### src/hw/rtl/cbm_pkg.sv
// ----------------------------------------------------------------------------
// cbm_pkg
// Shared types and constants of the cartridge bank mapper: bus item formats,
// operation and result codes, and the pending result-job record.
// ----------------------------------------------------------------------------
`default_nettype none

package cbm_pkg;

  // Register file
  localparam int unsigned AddrW = 3;
  localparam int unsigned DataW = 32;
  localparam logic RegPrgSize = 1'b0;
  localparam logic RegChrSize = 1'b1;
  localparam logic [7:0] PrgSizeRst = 8'd16;
  localparam logic [7:0] ChrSizeRst = 8'd0;
  localparam logic [7:0] ChrLargeLimit = 8'd32;

  // IRQ counter
  localparam logic [15:0] TickStep = 16'd114;

  // Mode field values (bits 5:4 of the mode register)
  localparam logic [1:0] ModeOff = 2'b00;
  localparam logic [1:0] ModeOne = 2'b11;
  localparam logic [7:0] ModeInit = 8'h30;

  // Decoded bus addresses
  localparam logic [15:0] AdrExpLo = 16'h5101;
  localparam logic [15:0] AdrExpHi = 16'h5103;
  localparam logic [7:0] AdrExpPage = 8'h51;
  localparam logic [15:0] AdrBlock0 = 16'h8000;
  localparam logic [15:0] AdrBlock1 = 16'hB000;
  localparam logic [15:0] AdrBlock2 = 16'hB0FF;
  localparam logic [15:0] AdrBlock3 = 16'hB1FF;
  localparam logic [15:0] AdrMode = 16'h8100;
  localparam logic [15:0] AdrIrqLo = 16'h8200;
  localparam logic [15:0] AdrIrqHi = 16'h8201;
  localparam logic [15:0] AdrPrgLo = 16'h8300;
  localparam logic [15:0] AdrPrgHi = 16'h8302;
  localparam logic [15:0] AdrChrLo = 16'h8310;
  localparam logic [15:0] AdrChrHi = 16'h8317;
  localparam logic [15:0] AdrPrgPair = 16'h8318;

  typedef enum logic [1:0] {
    OpWrite = 2'd0,
    OpRead  = 2'd1,
    OpTick  = 2'd2,
    OpInit  = 2'd3
  } op_e;

  typedef enum logic [2:0] {
    KindPrg    = 3'd0,
    KindChr    = 3'd1,
    KindMirror = 3'd2,
    KindIrq    = 3'd3,
    KindRead   = 3'd4
  } kind_e;

  // Result job held while its words go out
  typedef enum logic [2:0] {
    JobPrg,     // PRG pairs (a, h); beyond word 3 identity CHR words
    JobPrgOne,  // single PRG window
    JobChrOne,  // single 1KB CHR slot
    JobChrTwo,  // 2KB CHR pair
    JobMirror,
    JobIrq,
    JobRead
  } job_e;

  typedef struct packed {
    op_e         operation;
    logic [15:0] address;
    logic [7:0]  value;
  } in_item_t;

  typedef struct packed {
    kind_e       kind;
    logic [2:0]  slot;
    logic [10:0] bank;
    logic [1:0]  mirror_mode;
    logic [7:0]  read_data;
    logic        last;
  } out_item_t;

  typedef struct packed {
    job_e       jtype;
    logic [3:0] last_idx;
    logic [2:0] slot;
    logic [9:0] bank_a;
    logic [9:0] bank_h;
    logic [7:0] data;
  } job_t;

endpackage

`default_nettype wire

### src/hw/rtl/cartridge_bank_mapper_with_irq.sv
// ----------------------------------------------------------------------------
// cartridge_bank_mapper_with_irq
// Bank-switching mapper with expansion byte and scanline IRQ countdown.
// ----------------------------------------------------------------------------
// An accepted item updates the mapper state at once and loads a result job
// into the output register; the job emits one result word per cycle while
// out_ready_i is high. Items with no result or one result sustain one item
// per cycle when not stalled. An item with several results holds the output
// register until its last word leaves (block write 4, PRG pair and CHR pair
// 2, init 4 or 12 results); the next item is taken in that cycle. The config
// port (APB, no wait states) may be written only while the block is idle.
`default_nettype none

module cartridge_bank_mapper_with_irq (
  input  wire                          clk_i,
  input  wire                          rst_ni,
  input  wire                          in_valid_i,
  output logic                         in_ready_o,
  input  cbm_pkg::in_item_t            in_data_i,
  output logic                         out_valid_o,
  input  wire                          out_ready_i,
  output cbm_pkg::out_item_t           out_data_o,
  input  wire                          psel,
  input  wire                          penable,
  input  wire                          pwrite,
  input  wire  [cbm_pkg::AddrW-1:0]    paddr,
  input  wire  [cbm_pkg::DataW-1:0]    pwdata,
  output logic [cbm_pkg::DataW-1:0]    prdata,
  output logic                         pready
);

  // Configuration registers
  logic [7:0] prg_size_q, chr_size_q;

  // Mapper state
  logic [7:0]  block_q, block_d;
  logic [7:0]  mode_q, mode_d;
  logic [7:0]  exp_q, exp_d;
  logic [9:0]  chr_off_q, chr_off_d;
  logic [15:0] irq_cnt_q, irq_cnt_d;
  logic        irq_en_q, irq_en_d;

  // Output job
  logic          busy_q, busy_d;
  logic [3:0]    idx_q, idx_d;
  cbm_pkg::job_t job_q, job_d;
  logic          new_job;

  logic in_fire, done, cfg_wr;

  // Config port
  assign pready = 1'b1;
  assign cfg_wr = psel & penable & pwrite & pready;

  always_ff @(posedge clk_i or negedge rst_ni) begin
    if (!rst_ni) begin
      prg_size_q <= cbm_pkg::PrgSizeRst;
      chr_size_q <= cbm_pkg::ChrSizeRst;
    end else if (cfg_wr) begin
      if (paddr[2] == cbm_pkg::RegPrgSize) begin
        prg_size_q <= pwdata[7:0];
      end else begin
        chr_size_q <= pwdata[7:0];
      end
    end
  end

  always_comb begin
    if (paddr[2] == cbm_pkg::RegPrgSize) begin
      prdata = {24'd0, prg_size_q};
    end else begin
      prdata = {24'd0, chr_size_q};
    end
  end

  // Handshake: take a new item when the job register is free or drains now
  assign done        = busy_q & out_ready_i & (idx_q == job_q.last_idx);
  assign in_ready_o  = ~busy_q | done;
  assign in_fire     = in_valid_i & in_ready_o;
  assign out_valid_o = busy_q;

  // Decode the item: next state and result job
  always_comb begin
    logic [15:0] adr;
    logic [7:0]  v;
    logic [9:0]  chr_b;
    logic [2:0]  cidx;

    adr = in_data_i.address;
    v   = in_data_i.value;
    chr_b = chr_off_q ^ {2'b00, v};
    cidx  = adr[2:0];

    block_d   = block_q;
    mode_d    = mode_q;
    exp_d     = exp_q;
    chr_off_d = chr_off_q;
    irq_cnt_d = irq_cnt_q;
    irq_en_d  = irq_en_q;

    new_job        = 1'b0;
    job_d.jtype    = cbm_pkg::JobPrg;
    job_d.last_idx = 4'd0;
    job_d.slot     = 3'd0;
    job_d.bank_a   = 10'd0;
    job_d.bank_h   = 10'd0;
    job_d.data     = 8'd0;

    case (in_data_i.operation)
      cbm_pkg::OpWrite: begin
        if (adr >= cbm_pkg::AdrExpLo && adr <= cbm_pkg::AdrExpHi) begin
          exp_d = v;
        end else if (adr == cbm_pkg::AdrBlock0 || adr == cbm_pkg::AdrBlock1 ||
                     adr == cbm_pkg::AdrBlock2 || adr == cbm_pkg::AdrBlock3) begin
          block_d        = v;
          chr_off_d      = {v[5:4], 8'd0};
          new_job        = 1'b1;
          job_d.jtype    = cbm_pkg::JobPrg;
          job_d.last_idx = 4'd3;
          job_d.bank_a   = {2'b00, v};
          job_d.bank_h   = {4'd0, v[5:4], 4'hF};
        end else if (adr == cbm_pkg::AdrMode) begin
          if (chr_size_q <= cbm_pkg::ChrLargeLimit) begin
            mode_d = v;
          end
          new_job     = 1'b1;
          job_d.jtype = cbm_pkg::JobMirror;
          job_d.data  = v;
        end else if (adr == cbm_pkg::AdrIrqLo) begin
          irq_cnt_d = {irq_cnt_q[15:8], v};
        end else if (adr == cbm_pkg::AdrIrqHi) begin
          irq_cnt_d = {v, irq_cnt_q[7:0]};
          irq_en_d  = (v != 8'd0);
        end else if (adr >= cbm_pkg::AdrPrgLo && adr <= cbm_pkg::AdrPrgHi) begin
          new_job      = 1'b1;
          job_d.jtype  = cbm_pkg::JobPrgOne;
          job_d.slot   = {1'b0, adr[1:0]};
          job_d.bank_a = {2'b00, v};
        end else if (adr >= cbm_pkg::AdrChrLo && adr <= cbm_pkg::AdrChrHi) begin
          if (mode_q[5:4] == cbm_pkg::ModeOne) begin
            new_job      = 1'b1;
            job_d.jtype  = cbm_pkg::JobChrOne;
            job_d.slot   = cidx;
            job_d.bank_a = chr_b;
          end else if (mode_q[5:4] != cbm_pkg::ModeOff) begin
            // upper four addresses fold onto the pairs at slots 4 and 6
            new_job        = 1'b1;
            job_d.jtype    = cbm_pkg::JobChrTwo;
            job_d.last_idx = 4'd1;
            job_d.slot     = cidx[2] ? {1'b1, cidx[0], 1'b0} : {cidx[1:0], 1'b0};
            job_d.bank_a   = chr_b;
          end
        end else if (adr == cbm_pkg::AdrPrgPair) begin
          new_job        = 1'b1;
          job_d.jtype    = cbm_pkg::JobPrg;
          job_d.last_idx = 4'd1;
          job_d.bank_a   = {2'b00, (block_q & 8'h30) | v};
        end
      end
      cbm_pkg::OpRead: begin
        if (adr[15:8] == cbm_pkg::AdrExpPage) begin
          new_job     = 1'b1;
          job_d.jtype = cbm_pkg::JobRead;
          job_d.data  = exp_q;
        end
      end
      cbm_pkg::OpTick: begin
        if (irq_en_q) begin
          if (irq_cnt_q <= cbm_pkg::TickStep) begin
            irq_en_d    = 1'b0;
            new_job     = 1'b1;
            job_d.jtype = cbm_pkg::JobIrq;
          end else begin
            irq_cnt_d = irq_cnt_q - cbm_pkg::TickStep;
          end
        end
      end
      cbm_pkg::OpInit: begin
        block_d   = 8'd0;
        mode_d    = 8'd0;
        exp_d     = 8'd0;
        chr_off_d = 10'd0;
        irq_cnt_d = 16'd0;
        irq_en_d  = 1'b0;
        new_job        = 1'b1;
        job_d.jtype    = cbm_pkg::JobPrg;
        job_d.last_idx = (chr_size_q != 8'd0) ? 4'd11 : 4'd3;
        job_d.bank_a   = 10'd0;
        if (prg_size_q >= 8'd16) begin
          mode_d       = cbm_pkg::ModeInit;
          job_d.bank_h = 10'd15;
        end else begin
          // last two 8KB banks wrap at 2048
          job_d.bank_h = {2'b00, prg_size_q} - 10'd1;
        end
      end
      default: begin
        new_job = 1'b0;
      end
    endcase
  end

  // Advance the job: next word, or load a fresh job
  always_comb begin
    busy_d = busy_q;
    idx_d  = idx_q;
    if (in_fire) begin
      busy_d = new_job;
      idx_d  = 4'd0;
    end else if (done) begin
      busy_d = 1'b0;
    end else if (busy_q && out_ready_i) begin
      idx_d = idx_q + 4'd1;
    end
  end

  always_ff @(posedge clk_i or negedge rst_ni) begin
    if (!rst_ni) begin
      block_q   <= 8'd0;
      mode_q    <= 8'd0;
      exp_q     <= 8'd0;
      chr_off_q <= 10'd0;
      irq_cnt_q <= 16'd0;
      irq_en_q  <= 1'b0;
      busy_q    <= 1'b0;
      idx_q     <= 4'd0;
    end else begin
      busy_q <= busy_d;
      idx_q  <= idx_d;
      if (in_fire) begin
        block_q   <= block_d;
        mode_q    <= mode_d;
        exp_q     <= exp_d;
        chr_off_q <= chr_off_d;
        irq_cnt_q <= irq_cnt_d;
        irq_en_q  <= irq_en_d;
      end
    end
  end

  // Hold the job payload
  always_ff @(posedge clk_i) begin
    if (in_fire && new_job) begin
      job_q <= job_d;
    end
  end

  // Form the current result word from the job and word index
  always_comb begin
    logic [3:0] cidx4;
    cidx4 = idx_q - 4'd4;

    out_data_o.kind        = cbm_pkg::KindPrg;
    out_data_o.slot        = 3'd0;
    out_data_o.bank        = 11'd0;
    out_data_o.mirror_mode = 2'd0;
    out_data_o.read_data   = 8'd0;
    out_data_o.last        = (idx_q == job_q.last_idx);

    case (job_q.jtype)
      cbm_pkg::JobPrg: begin
        if (idx_q < 4'd4) begin
          out_data_o.kind = cbm_pkg::KindPrg;
          out_data_o.slot = {1'b0, idx_q[1:0]};
          out_data_o.bank = {(idx_q[1] ? job_q.bank_h : job_q.bank_a), idx_q[0]};
        end else begin
          out_data_o.kind = cbm_pkg::KindChr;
          out_data_o.slot = cidx4[2:0];
          out_data_o.bank = {8'd0, cidx4[2:0]};
        end
      end
      cbm_pkg::JobPrgOne: begin
        out_data_o.kind = cbm_pkg::KindPrg;
        out_data_o.slot = job_q.slot;
        out_data_o.bank = {1'b0, job_q.bank_a};
      end
      cbm_pkg::JobChrOne: begin
        out_data_o.kind = cbm_pkg::KindChr;
        out_data_o.slot = job_q.slot;
        out_data_o.bank = {1'b0, job_q.bank_a};
      end
      cbm_pkg::JobChrTwo: begin
        out_data_o.kind = cbm_pkg::KindChr;
        out_data_o.slot = job_q.slot | {2'b00, idx_q[0]};
        out_data_o.bank = {job_q.bank_a, idx_q[0]};
      end
      cbm_pkg::JobMirror: begin
        out_data_o.kind        = cbm_pkg::KindMirror;
        out_data_o.mirror_mode = job_q.data[1:0];
      end
      cbm_pkg::JobIrq: begin
        out_data_o.kind = cbm_pkg::KindIrq;
      end
      cbm_pkg::JobRead: begin
        out_data_o.kind      = cbm_pkg::KindRead;
        out_data_o.read_data = job_q.data;
      end
      default: begin
        out_data_o.kind = cbm_pkg::KindPrg;
      end
    endcase
  end

endmodule

`default_nettype wire
### config.mk
export PLATFORM = sky130hd
export DESIGN_NAME = cartridge_bank_mapper_with_irq
export DESIGN_NICKNAME = d
export VERILOG_FILES = /design/src/hw/rtl/cbm_pkg.sv /design/src/hw/rtl/cartridge_bank_mapper_with_irq.sv
export SDC_FILE = /design/constraint.sdc
export NUM_CORES = 1
export LEC_CHECK = 0
export BUFFER_PORTS_ARGS = -buffer_cell sky130_fd_sc_hd__buf_2
export CORE_MARGIN = 2
export CORE_UTILIZATION = 49
export DETAILED_ROUTE_END_ITERATION = 16
export GPL_TIMING_DRIVEN = 0
export PLACE_DENSITY = 0.77
export SETUP_SLACK_MARGIN = 0.02
export SYNTH_ARGS = -nofsm -noshare
export SYNTH_HDL_FRONTEND = slang
export SYNTH_SLANG_ARGS = --single-unit
export TNS_END_PERCENT = 30
### constraint.sdc
create_clock -name clk_i -period 3.8 [get_ports clk_i]
set_input_delay 0.19 -clock clk_i [delete_from_list [all_inputs] [get_ports clk_i]]
set_output_delay 0.19 -clock clk_i [all_outputs]
set_load 0.02 [all_outputs]
Word-level counts from Yosys, hierarchy flattened
Cells that the tools add are included.
{"block": "totals", "n_memories": 0, "out_inout_bits": 63, "ramBits": 0, "latchBits": 0, "elab_cells": 222, "in_bits": 68, "reg_bits": 106, "romBits": 0}
{"block": "op_classes", "n_reduce_logical": 30, "shifts": 0, "multipliers": 0, "add_sub_neg": 4, "order_cmp": 10, "n_eq_ne": 33, "mux": 114, "n_div": 0, "bitwise_logic": 13}
{"op": "$mux W20", "n": 11}
{"op": "$mux W13", "n": 10}
{"op": "$eq A16 B16 Y1 const B", "n": 8}
{"op": "$mux W16", "n": 7}
{"op": "$mux W7", "n": 9}
{"op": "$mux W10", "n": 6}
{"op": "$mux W8", "n": 7}
{"op": "$mux W6", "n": 8}
{"op": "$pmux W16 S3", "n": 1}
{"op": "$pmux W14 S3", "n": 1}
{"op": "$pmux W20 S2", "n": 1}
{"op": "$mux W38", "n": 1}
{"op": "$ge A16 B16 Y1 const B", "n": 2}
{"op": "$le A16 B16 Y1 const B", "n": 2}
{"op": "$pmux W8 S2", "n": 2}
{"op": "$mux W3", "n": 9}
{"op": "$ne A2 B2 Y1 const B", "n": 13}
{"op": "$mux W4", "n": 6}
{"op": "$pmux W6 S2", "n": 2}
{"op": "$mux W1", "n": 23}
{"op": "$pmux W10 S2", "n": 1}
{"op": "$mux W19", "n": 1}
{"op": "$mux W17", "n": 1}
{"op": "$ge A16 B15 Y1 const B", "n": 1}
{"op": "46 further kinds", "n": 71}

Logic depth before layout (Yosys ltp)
Gate-level depths: netlist of the first run.
{"block": "logic_depth", "depth_word": 28, "mapped_depth": 10, "mapped_depth_nobuf": 7}

Worst setup path before layout of the first run
No wires, ideal clock.
{"block": "synth_timing", "path_type": "register to register", "from": "register irq_cnt_q[7]", "to": "register job_q[0] in the netlist's numbering (enable)", "period_less_slack_ns": 3.577, "path_slack_ns": 0.223, "setup_ns": 0.429, "t_arrival_ns": 3.148, "n_path_buf": 0, "required_time_ns": 3.371, "path_stages_with_launch": 7, "path_cell_list": "dfrtp_1 > or4_1 > or2_1 > nor2_1 > nand4_1 > and3_1 > nor2_1"}
{"block": "synth_between", "elab_chain_cells": 5}
{"item": "start: declaration", "line": "cartridge_bank_mapper_with_irq.sv:40", "text": "logic [15:0] irq_cnt_q, irq_cnt_d;"}
{"item": "start signal: assignment", "line": "cartridge_bank_mapper_with_irq.sv:235", "text": "irq_cnt_q <= irq_cnt_d;"}
{"item": "$le A16 B7 Y1", "line": "cartridge_bank_mapper_with_irq.sv:169", "text": "if (irq_cnt_q <= cbm_pkg::TickStep) begin"}
{"item": "$mux W1", "line": "cartridge_bank_mapper_with_irq.sv:169"}
{"item": "$mux W1", "line": "cartridge_bank_mapper_with_irq.sv:168", "text": "if (irq_en_q) begin"}
{"item": "$pmux W1 S4", "line": "cartridge_bank_mapper_with_irq.sv:109", "text": "case (in_data_i.operation)"}
{"item": "$logic_and A1 B1 Y1", "line": "cartridge_bank_mapper_with_irq.sv:243", "text": "if (in_fire && new_job) begin"}
{"item": "end signal: assignment", "line": "cartridge_bank_mapper_with_irq.sv:244", "text": "job_q <= job_d;"}
{"item": "end: declaration", "line": "cartridge_bank_mapper_with_irq.sv:46", "text": "cbm_pkg::job_t job_q, job_d;"}
Every way passes these cells.
A chain may end at the register's enable or synchronous reset.

Worst setup path after layout of the first run
{"block": "layout_timing", "from": "register irq_cnt_q[7]", "to": "register job_q[28] in the netlist's numbering (enable)"}
The elaborated chain is that of the path after synthesis.

==> results of run 1 <==
layout by cell type, fill, tap and decap left out, drive strengths merged, types with 10 or more instances in the layout:
master | synthesis | routed
a22o | 18 | 18
buf | 31 | 109
o21ai | 36 | 36
clkbuf | 18 | 30
nor3 | 10 | 10
conb | 2 | 25
edfxtp | 36 | 36
nand2b | 10 | 10
a21oi | 35 | 35
nor2b | 16 | 16
inv | 28 | 29
mux2 | 31 | 31
and2 | 16 | 16
o31ai | 10 | 10
dfrtp | 49 | 49
ha | 10 | 10
nand3 | 11 | 11
nand2 | 50 | 50
nor2 | 29 | 29
mux2i | 10 | 10
stage by stage:
stage	setup TNS, ns	area [um^2]	instances	hold WS, ns
floorplan	0	5520	579	-0.106
global placement	-21.51	6080	797	0.436
detailed placement	0	6090	797	0.446
CTS	0	6330	813	0.0687
global route	0	6330	813	0.0670
finish	0	6330	813	0.0564
report_power, final:
group | switching (mW) | total (mW) | internal [mW]
Clock | 0.334 | 0.749 | 0.415
Sequential | 0.190 | 1.39 | 1.20
Combinational | 0.652 | 1.14 | 0.489
logic make-up after synthesis:
family          synth area share (%)
flops                           43.0
xor+xnor                        1.13
mux                             8.27
simple gates                    19.8
buf+inv                         7.92
fa+ha+maj                       2.49
other cells                    0.138
compound gates                  17.3
critical path, stage by stage, from the launching register on:
cell and delay (ns):
dfrtp_1 0.46, or4_1 0.56, or2_1 0.25, nor2_1 0.14
nand4_1 0.18, and3_1 0.28, nor2_4 0.73
registers in the layout (all words and copies together), names as in the netlist:
| name | cells |
|---|---|
| job_q | 36 |
| irq_cnt_q | 16 |
| chr_size_q | 8 |
| exp_q | 8 |
| prg_size_q | 8 |
| idx_q | 4 |
| block_q | 2 |
| mode_q | 2 |
| irq_en_q | 1 |
| out_valid_o | 1 |
how the worst max path moves through the flow:
stage | cells past startpoint | to
after floorplan | 6 | job_q[0]
final | 6 | job_q[28]
after detailed placement | 7 | job_q[6]
after CTS | 6 | job_q[35]
after global routing | 6 | job_q[35]
after global placement | 7 | job_q[7]
layout make-up:
cell class	instances	area (um^2)
multi-input combinational	416	2760
tap	140	175
inverter	28	105
sequential	86	2330
buffer	49	325
clock buffer	12	156
fill	924	4510
timing repair buffer	78	390
clock inverter	4	77.6
routing by layer:
layer  GRT usage, %  vias to the layer above  wire length (um)
met2           37.4                      216              6190
met1           32.5                     2211              6050
met5              0                        -                 0
met3           4.39                       25               905
met4           6.42                        0               223
li1               -                     2222                 -
==> flow_metrics.py, run 1 <==
metrics = {
    "grt": {
        "antenna_found_initial": 0,
        "overflow": 0,
        "first_global_vias": 4365,
        "grt_max_degree": 51,
        "grt_usage_pct": 23.3,
        "grt_pass1_wl_um": 21800,
    },
    "finish": {
        "final_util_pct": 58.4,
        "n_antenna_cell": 0,
        "syn_to_final_growth_pct": 16.4,
        "drive_gt1_share_pct": 24.8,
        "nNetsFinal": 746,
    },
    "cts": {
        "clk_pin_slew_ns": 0.08,
        "cts_tree": "yes",
        "cts.htree.levels": 3,
        "cts_resized": 0,
        "post_cts_buffers": 0,
        "cts_buffer_depth": 2,
        "root_buffer": "clkbuf_8",
        "clk_latency_ns": 0.36,
        "clock-sinks": 86,
        "hold_buffers": 0,
        "cts_buffers": 9,
    },
    "power": {
        "p_per_area_mw_per_mm2": 518,
        "ir_worst_vdd_v": 0.000332,
        "total_power_mw": 3.28,
        "p_leak_nw": 2.72,
    },
    "placement": {
        "io_buffer_count": 78,
        "place_ws_ns": 0.569,
        "dp_hpwl_um": 10200,
        "place.gp.congestion": 0.876,
    },
    "synthesis": {
        "synth-main-ff-cell": "dfrtp_1",
        "yosysTopAreaCellShare_pct": 22.6,
        "synth_async_sr_flop_share_pct": 58.1,
        "ys.warnings.count": 0,
        "yosys-top-cells-area": "dfrtp_1, edfxtp_1, mux2_2",
        "yosys_register_bits": 86,
        "synth-seq-area-share_pct": 43.0,
        "synth.distinct_cells": 73,
        "synth_common_cells": "nand2_1, dfrtp_1, edfxtp_1, a21oi_1, o21ai_0",
        "synth.most_common_cell": "nand2_1",
        "avgSynthCellArea_um2": 9.77,
        "postSynthCellCount": 556,
        "synth-edff-count": 36,
        "yosysTopAreaCell": "dfrtp_1",
        "netlist_area_mm2": 0.00543,
    },
    "worst_hold_path": {
        "hp-class": "input port to asynchronous set/reset pin",
    },
    "critical_path": {
        "worstReg2RegEnd": "job_q[28]",
        "arrival_ns": 2.97,
        "critPathMaxFanout": 36,
        "r2r_start": "irq_cnt_q[7]",
        "worstRegToRegCells": 6,
        "crit_required_ns": 3.78,
        "cp-startpoint": "irq_cnt_q[7]",
        "critical_path_class": "flop to flop",
        "worst_setup_path_start_kind": "flop",
        "r2r_setup_slack_ns": 0.81,
        "worst_setup_path_end_kind": "flop",
    },
    "floorplanning": {
        "die_w_um": 109,
        "die_h_um": 109,
        "die_area_mm2": 0.0119,
        "core_area_mm2": 0.0108,
        "ios": 131,
        "start_util_pct": 50.1,
        "rows": 38,
    },
    "drt": {
        "drt_iter0_drc": 528,
        "ant_nets": 0,
        "post_drt_wl_per_cell_um": 16.4,
        "via_per_inst": 5.75,
        "dr.pass1.iters": 7,
        "routed_wl_um": 13400,
        "drcViolationCount": 0,
        "num_vias": 4674,
    },
    "sta": {
        "setup_violations": 0,
        "hold_violations": 0,
        "worstMarginPinSlew_ns": 1.15,
        "drv_slew": 0,
        "fin_ws_ns": 0.815,
        "timing.final.crit_share_pct": 78.6,
        "max_slew_margin_pct": 23.6,
        "rsz0062_at_grt": "no",
        "skew_ns": 0.0125,
        "max_freq_mhz": 335,
        "fin_crit_ns": 2.99,
    },
    "run": {
        "maxCapViolCount": 0,
    },
    "run_status": {
        "status": "finished, final reports clean",
    },
}
Note: power is estimated with default switching activity, not from simulation.
==> run 2, diff against run 1 <==
- CORE_UTILIZATION: 49 -> 53
- PLACE_DENSITY: 0.77 -> 0.79
- clock period: 3.8 -> 3.06 ns (I/O delays scaled with it)
==> run 2 against run 1 <==
Compared with the run above:
- worst setup slack worse by 0.48 ns
- combinational power is 25% higher
- sequential share of layout area is 0.18 points higher
- critical path depth stayed put
- sequential power is 24% higher
- non-clock buffer count stayed put
- hold slack worse by 0.055 ns
- clock power is 9.6% higher
- routed wire length is 1.4% higher
- final cell count is 0.74% lower
- critical endpoint is now job_q[31]
- highest routed layer unchanged
==> flow_metrics.py, run 2 (synthesis gave the netlist of run 1 again) <==
metrics = {
    "finish": {
        "regArea_mm2": 0.00233,
        "n_antenna_cell": 0,
        "largest_register_ffs": 36,
        "fillers": 820,
        "syn_to_final_growth_pct": 15.9,
        "largestRegisters": "job_q (36), irq_cnt_q (16)",
        "largest_register": "job_q",
        "most-common-layout-cells": "buf_2, nand2_1, dfrtp_1, edfxtp_1, a21oi_1",
        "layout_commonest_cell": "buf_2",
        "nNetsFinal": 747,
        "drive_gt1_share_pct": 25.1,
        "multi_input_area_mm2": 0.00277,
    },
    "sta": {
        "worstMarginPinSlew_ns": 1.16,
        "max_freq_mhz": 367,
        "skew_ns": 0.0115,
        "timing.final.crit_share_pct": 89.0,
        "hold_slack_ns": 0.000944,
        "fin_crit_ns": 2.72,
        "rsz0062_at_grt": "no",
        "hold_violations": 0,
        "fin_ws_ns": 0.336,
        "setup_violations": 0,
        "max_slew_margin_pct": 22.8,
        "drv_slew": 0,
    },
    "grt": {
        "first_global_vias": 4480,
        "antenna_found_initial": 0,
        "grt_pass1_wl_um": 22300,
        "grt_max_degree": 51,
        "overflow": 0,
        "grt_usage_pct": 24.9,
    },
    "power": {
        "ir_worst_vdd_v": 0.000325,
        "switching_share_pct": 36.8,
        "p_per_area_mw_per_mm2": 628,
        "p_int_mw": 2.50,
        "seqPwrFrac_pct": 43.4,
        "p_sw_mw": 1.45,
        "clockPowerShare_pct": 20.8,
        "p_leak_nw": 2.71,
        "combPwrFrac_pct": 35.8,
    },
    "placement": {
        "place.gp.congestion": 0.897,
        "dp_hpwl_um": 10300,
        "place_ws_ns": -0.144,
        "io_buffer_count": 78,
    },
    "run_status": {
        "status": "finished, final reports clean",
    },
    "floorplanning": {
        "start_util_pct": 55.1,
        "core_area_mm2": 0.00986,
        "die_area_mm2": 0.0111,
        "rows": 36,
        "ios": 131,
        "die_h_um": 105,
        "die_w_um": 105,
    },
    "cts": {
        "clk_latency_ns": 0.36,
        "clock-sinks": 86,
        "root_buffer": "clkbuf_8",
        "cts.htree.levels": 3,
        "clk_pin_slew_ns": 0.09,
        "cts_buffer_depth": 2,
        "cts_tree": "yes",
        "hold_buffers": 0,
        "cts_buffers": 9,
    },
    "drt": {
        "via_per_inst": 5.79,
        "ant_nets": 0,
        "num_vias": 4673,
        "routed_wl_um": 13600,
        "dr.pass1.iters": 5,
        "post_drt_wl_per_cell_um": 16.8,
        "drt_iter0_drc": 344,
        "drcViolationCount": 0,
    },
    "critical_path": {
        "worst_setup_path_end_kind": "flop",
        "worstRegToRegCells": 6,
        "crit_required_ns": 3.06,
        "critical_path_class": "flop to flop",
        "arrival_ns": 2.72,
        "critPathMaxFanout": 18,
        "worst_setup_path_start_kind": "flop",
    },
    "worst_hold_path": {
        "hp-class": "input port to asynchronous set/reset pin",
    },
    "run": {
        "maxCapViolCount": 0,
    },
}
## run 2: worst max-delay path: stages, from the launching register on
cell,delay (ns)
dfrtp_1,0.45
or4_1,0.56
or2_1,0.25
nor2_1,0.15
nand4_1,0.19
and3_1,0.32
nor2_4,0.44
## run 2: final timing paths
kind / startpoint / to / slack, ns
max: irq_cnt_q[7] / job_q[31] / 0.34
min: rst_ni / idx_q[1] / 0.0009
min reg2reg: irq_cnt_q[12] / irq_cnt_q[12] / 0.50
max in group asynchronous: rst_ni / irq_cnt_q[2] / 2.33
max reg2reg: irq_cnt_q[7] / job_q[31] / 0.34
min in group clk_i: pwdata[4] / chr_size_q[4] / 0.04
## run 2: power groups by stage
stage                     Sequential [mW]  Clock [mW]  Combinational [mW]
after floorplan                      1.67           0                1.05
after global placement               1.72           0                1.35
after detailed placement             1.74           0                1.40
after CTS                            1.72       0.832                1.41
after global routing                 1.75       0.885                1.57
final                                1.72       0.821                1.42
## run 2: timing repair
action                     CTS  global route
buffers inserted             0             0
resized for setup            0             1
setup endpoints to repair    0            36
## run 2: routing by layer
layer	vias to the layer above	global-route usage (%)	routed length [um]
li1	2228	-	-
met1	2248	34.1	6060
met2	171	40.4	6410
met3	26	4.21	811
met4	0	8.19	271
met5	-	0	0
## run 2: through the flow
| stage | TNS [ns] | cells | utilization, % | total power [mW] | area, um^2 |
|---|---|---|---|---|---|
| CTS | 0 | 806 | 63.7 | 3.95 | 6280 |
| floorplan | 0 | 579 | - | 2.73 | 5520 |
| finish | 0 | 807 | 63.8 | 3.95 | 6300 |
| global placement | -19.56 | 790 | 61.6 | 3.07 | 6080 |
| detailed placement | -5.15 | 790 | 61.7 | 3.14 | 6080 |
| global route | 0 | 807 | 63.8 | 4.21 | 6300 |
## run 2: layout make-up
| cell class | count | share of cell area, % |
|---|---|---|
| multi-input cells | 417 | 44.1 |
| flip-flops and latches | 86 | 37.1 |
| repair buffers | 78 | 6.20 |
| plain buffers | 49 | 5.17 |
| well taps | 133 | 2.64 |
| clock buffers | 11 | 2.25 |
| inverters | 28 | 1.67 |
| clock inverters | 5 | 0.954 |
==> run 3, diff against run 2 <==
- MAX_ROUTING_LAYER: unset -> met4
- RECOVER_POWER: unset -> 50
==> run 3 against run 2 <==
Compared with the run above:
- the run now ends with capacitance limit, slew limit left
- sequential power is essentially flat
- critical path depth is the same
- worst setup slack lost 0.0015 ns
- routed wire length shrank 0.22%
- via count grew 0.11%
- first-iteration DRC count grew 8.1%
- sequential share of layout area grew 0.26 points
- highest routed layer unchanged
==> flow_metrics.py, run 3 (synthesis gave the netlist of run 1 again) <==
metrics = {
    "placement": {
        "io_buffer_count": 78,
        "place_ws_ns": -0.125,
        "dp_hpwl_um": 10000,
        "dpl_cell_area_mm2": 0.00608,
        "place.gp.congestion": 0.902,
    },
    "critical_path": {
        "worst_setup_path_start_kind": "flop",
        "critPathMaxFanout": 18,
        "arrival_ns": 2.74,
        "worstReg2RegEnd": "job_q[21]",
        "r2r_setup_slack_ns": 0.33,
        "worstRegToRegCells": 6,
        "crit_required_ns": 3.07,
        "worst_setup_path_end_kind": "flop",
        "r2r_start": "irq_cnt_q[7]",
        "critical_path_class": "flop to flop",
    },
    "grt": {
        "grt_pass1_wl_um": 21400,
        "grt_util_met1_pct": 33.4,
        "use_met2_pct": 37.8,
        "grt_max_degree": 51,
        "use_met3_pct": 5.26,
        "overflow": 0,
        "first_global_vias": 4368,
        "grt_usage_pct": 24.9,
        "grt_most_used_layer": "met2",
        "antenna_found_initial": 0,
    },
    "power": {
        "seqPwrFrac_pct": 44.3,
        "p_sw_mw": 1.46,
        "clockPowerShare_pct": 19.4,
        "switching_share_pct": 37.6,
        "p_per_area_mw_per_mm2": 622,
        "ir_worst_vdd_v": 0.000439,
        "p_leak_nw": 2.64,
        "p_int_mw": 2.43,
        "combPwrFrac_pct": 36.3,
    },
    "sta": {
        "fin_crit_ns": 2.73,
        "fin_ws_ns": 0.335,
        "max_slew_margin_pct": -86.7,
        "max_freq_mhz": 367,
        "setup_violations": 0,
        "drv_slew": 51,
        "hold_violations": 0,
        "timing.final.crit_share_pct": 89.1,
        "rsz0062_at_grt": "no",
        "worstMarginPinSlew_ns": 2.80,
        "skew_ns": 0.00799,
    },
    "finish": {
        "n_antenna_cell": 0,
        "drive_gt1_share_pct": 22.3,
        "largestRegisters": "job_q (36), irq_cnt_q (16)",
        "largest_register": "job_q",
        "most-common-layout-cells": "buf_2, nand2_1, dfrtp_1, edfxtp_1, clkbuf_1",
        "nNetsFinal": 747,
        "design_area_mm2": 0.00625,
        "syn_to_final_growth_pct": 15.1,
        "layout_commonest_cell": "buf_2",
        "largest_register_ffs": 36,
    },
    "cts": {
        "cts_buffers": 9,
        "clock-sinks": 86,
        "cts_buffer_depth": 2,
        "cts_tree": "yes",
        "clk_latency_ns": 0.37,
        "root_buffer": "clkbuf_8",
        "clk_pin_slew_ns": 0.09,
        "cts.htree.levels": 3,
    },
    "run": {
        "maxCapViolCount": 1,
    },
    "floorplanning": {
        "die_area_mm2": 0.0111,
        "die_h_um": 105,
        "core_area_mm2": 0.00986,
        "ios": 131,
        "die_w_um": 105,
        "rows": 36,
        "start_util_pct": 55.1,
    },
    "drt": {
        "routed_wl_um": 13500,
        "post_drt_wl_per_cell_um": 16.8,
        "drt_iter0_drc": 372,
        "ant_nets": 0,
        "via_per_inst": 5.80,
        "drcViolationCount": 0,
        "num_vias": 4678,
        "dr.pass1.iters": 5,
    },
    "run_status": {
        "violations": "capacitance limit, slew limit",
        "status": "finished with violations",
    },
    "worst_hold_path": {
        "hp-class": "input port to flop",
        "min_from": "pwdata[5]",
        "min_path_cells": 2,
        "hold-path-endpoint": "prg_size_q[5]",
    },
}
-- run 3: final cells by class --
cell class	count	area [um^2]
sequential	86	2330
fill	849	3610
multi-input combinational	417	2770
clock inverter	4	31.3
clock buffer	12	155
inverter	28	105
tap	133	166
timing repair buffer	78	370
buffer	49	325
-- run 3: metrics by stage --
step	power (mW)	std cells	setup TNS [ns]	utilization (%)	hold WS, ns
2_1_floorplan	2.73	579	0	-	-0.143
3_3_place_gp	3.08	790	-19.94	61.6	0.401
3_5_place_dp	3.13	790	-4.46	61.7	0.407
4_1_cts	3.88	806	0	63.6	0.0127
5_1_grt	4.13	807	0	63.4	0.0251
6_report	3.89	807	0	63.4	0.0270
-- run 3: repair_timing --
action / in CTS / in global routing
buffers inserted: 0 / 0
gates resized for setup: 0 / 1
setup endpoints to repair: 0 / 36
hold buffers: 0 / 0
-- run 3: worst max path at each step --
stage | start | to | slack, ns | cells after the start
5_1_grt | in_data_i[13] | job_q[6] | 0.19 | 7
4_1_cts | irq_cnt_q[7] | job_q[28] | 0.06 | 6
6_report | irq_cnt_q[7] | job_q[21] | 0.33 | 6
2_1_floorplan | irq_cnt_q[7] | job_q[0] | 0.07 | 6
3_3_place_gp | in_data_i[13] | job_q[6] | -0.56 | 7
3_5_place_dp | in_data_i[13] | job_q[3] | -0.12 | 7
-- run 3: routing by layer --
layer / wire, um / up-vias
met1: 6130 / 2251
met3: 807 / 17
li1: - / 2225
met4: 245 / 0
met5: 0 / -
met2: 6330 / 185
-- run 3: power by group through the flow --
| stage | Sequential, mW | Combinational, mW | Clock (mW) |
|---|---|---|---|
| final | 1.72 | 1.41 | 0.756 |
| after global placement | 1.73 | 1.35 | 0 |
| after detailed placement | 1.74 | 1.39 | 0 |
| after CTS | 1.71 | 1.40 | 0.771 |
| after global routing | 1.76 | 1.55 | 0.821 |
| after floorplan | 1.67 | 1.05 | 0 |
-- run 3: critical path, cell delays in order (launching register included) --
cell     delay [ns]
dfrtp_1        0.47
or4_1          0.56
or2_1          0.25
nor2_1         0.14
nand4_1        0.19
and3_1         0.32
nor2_4         0.43
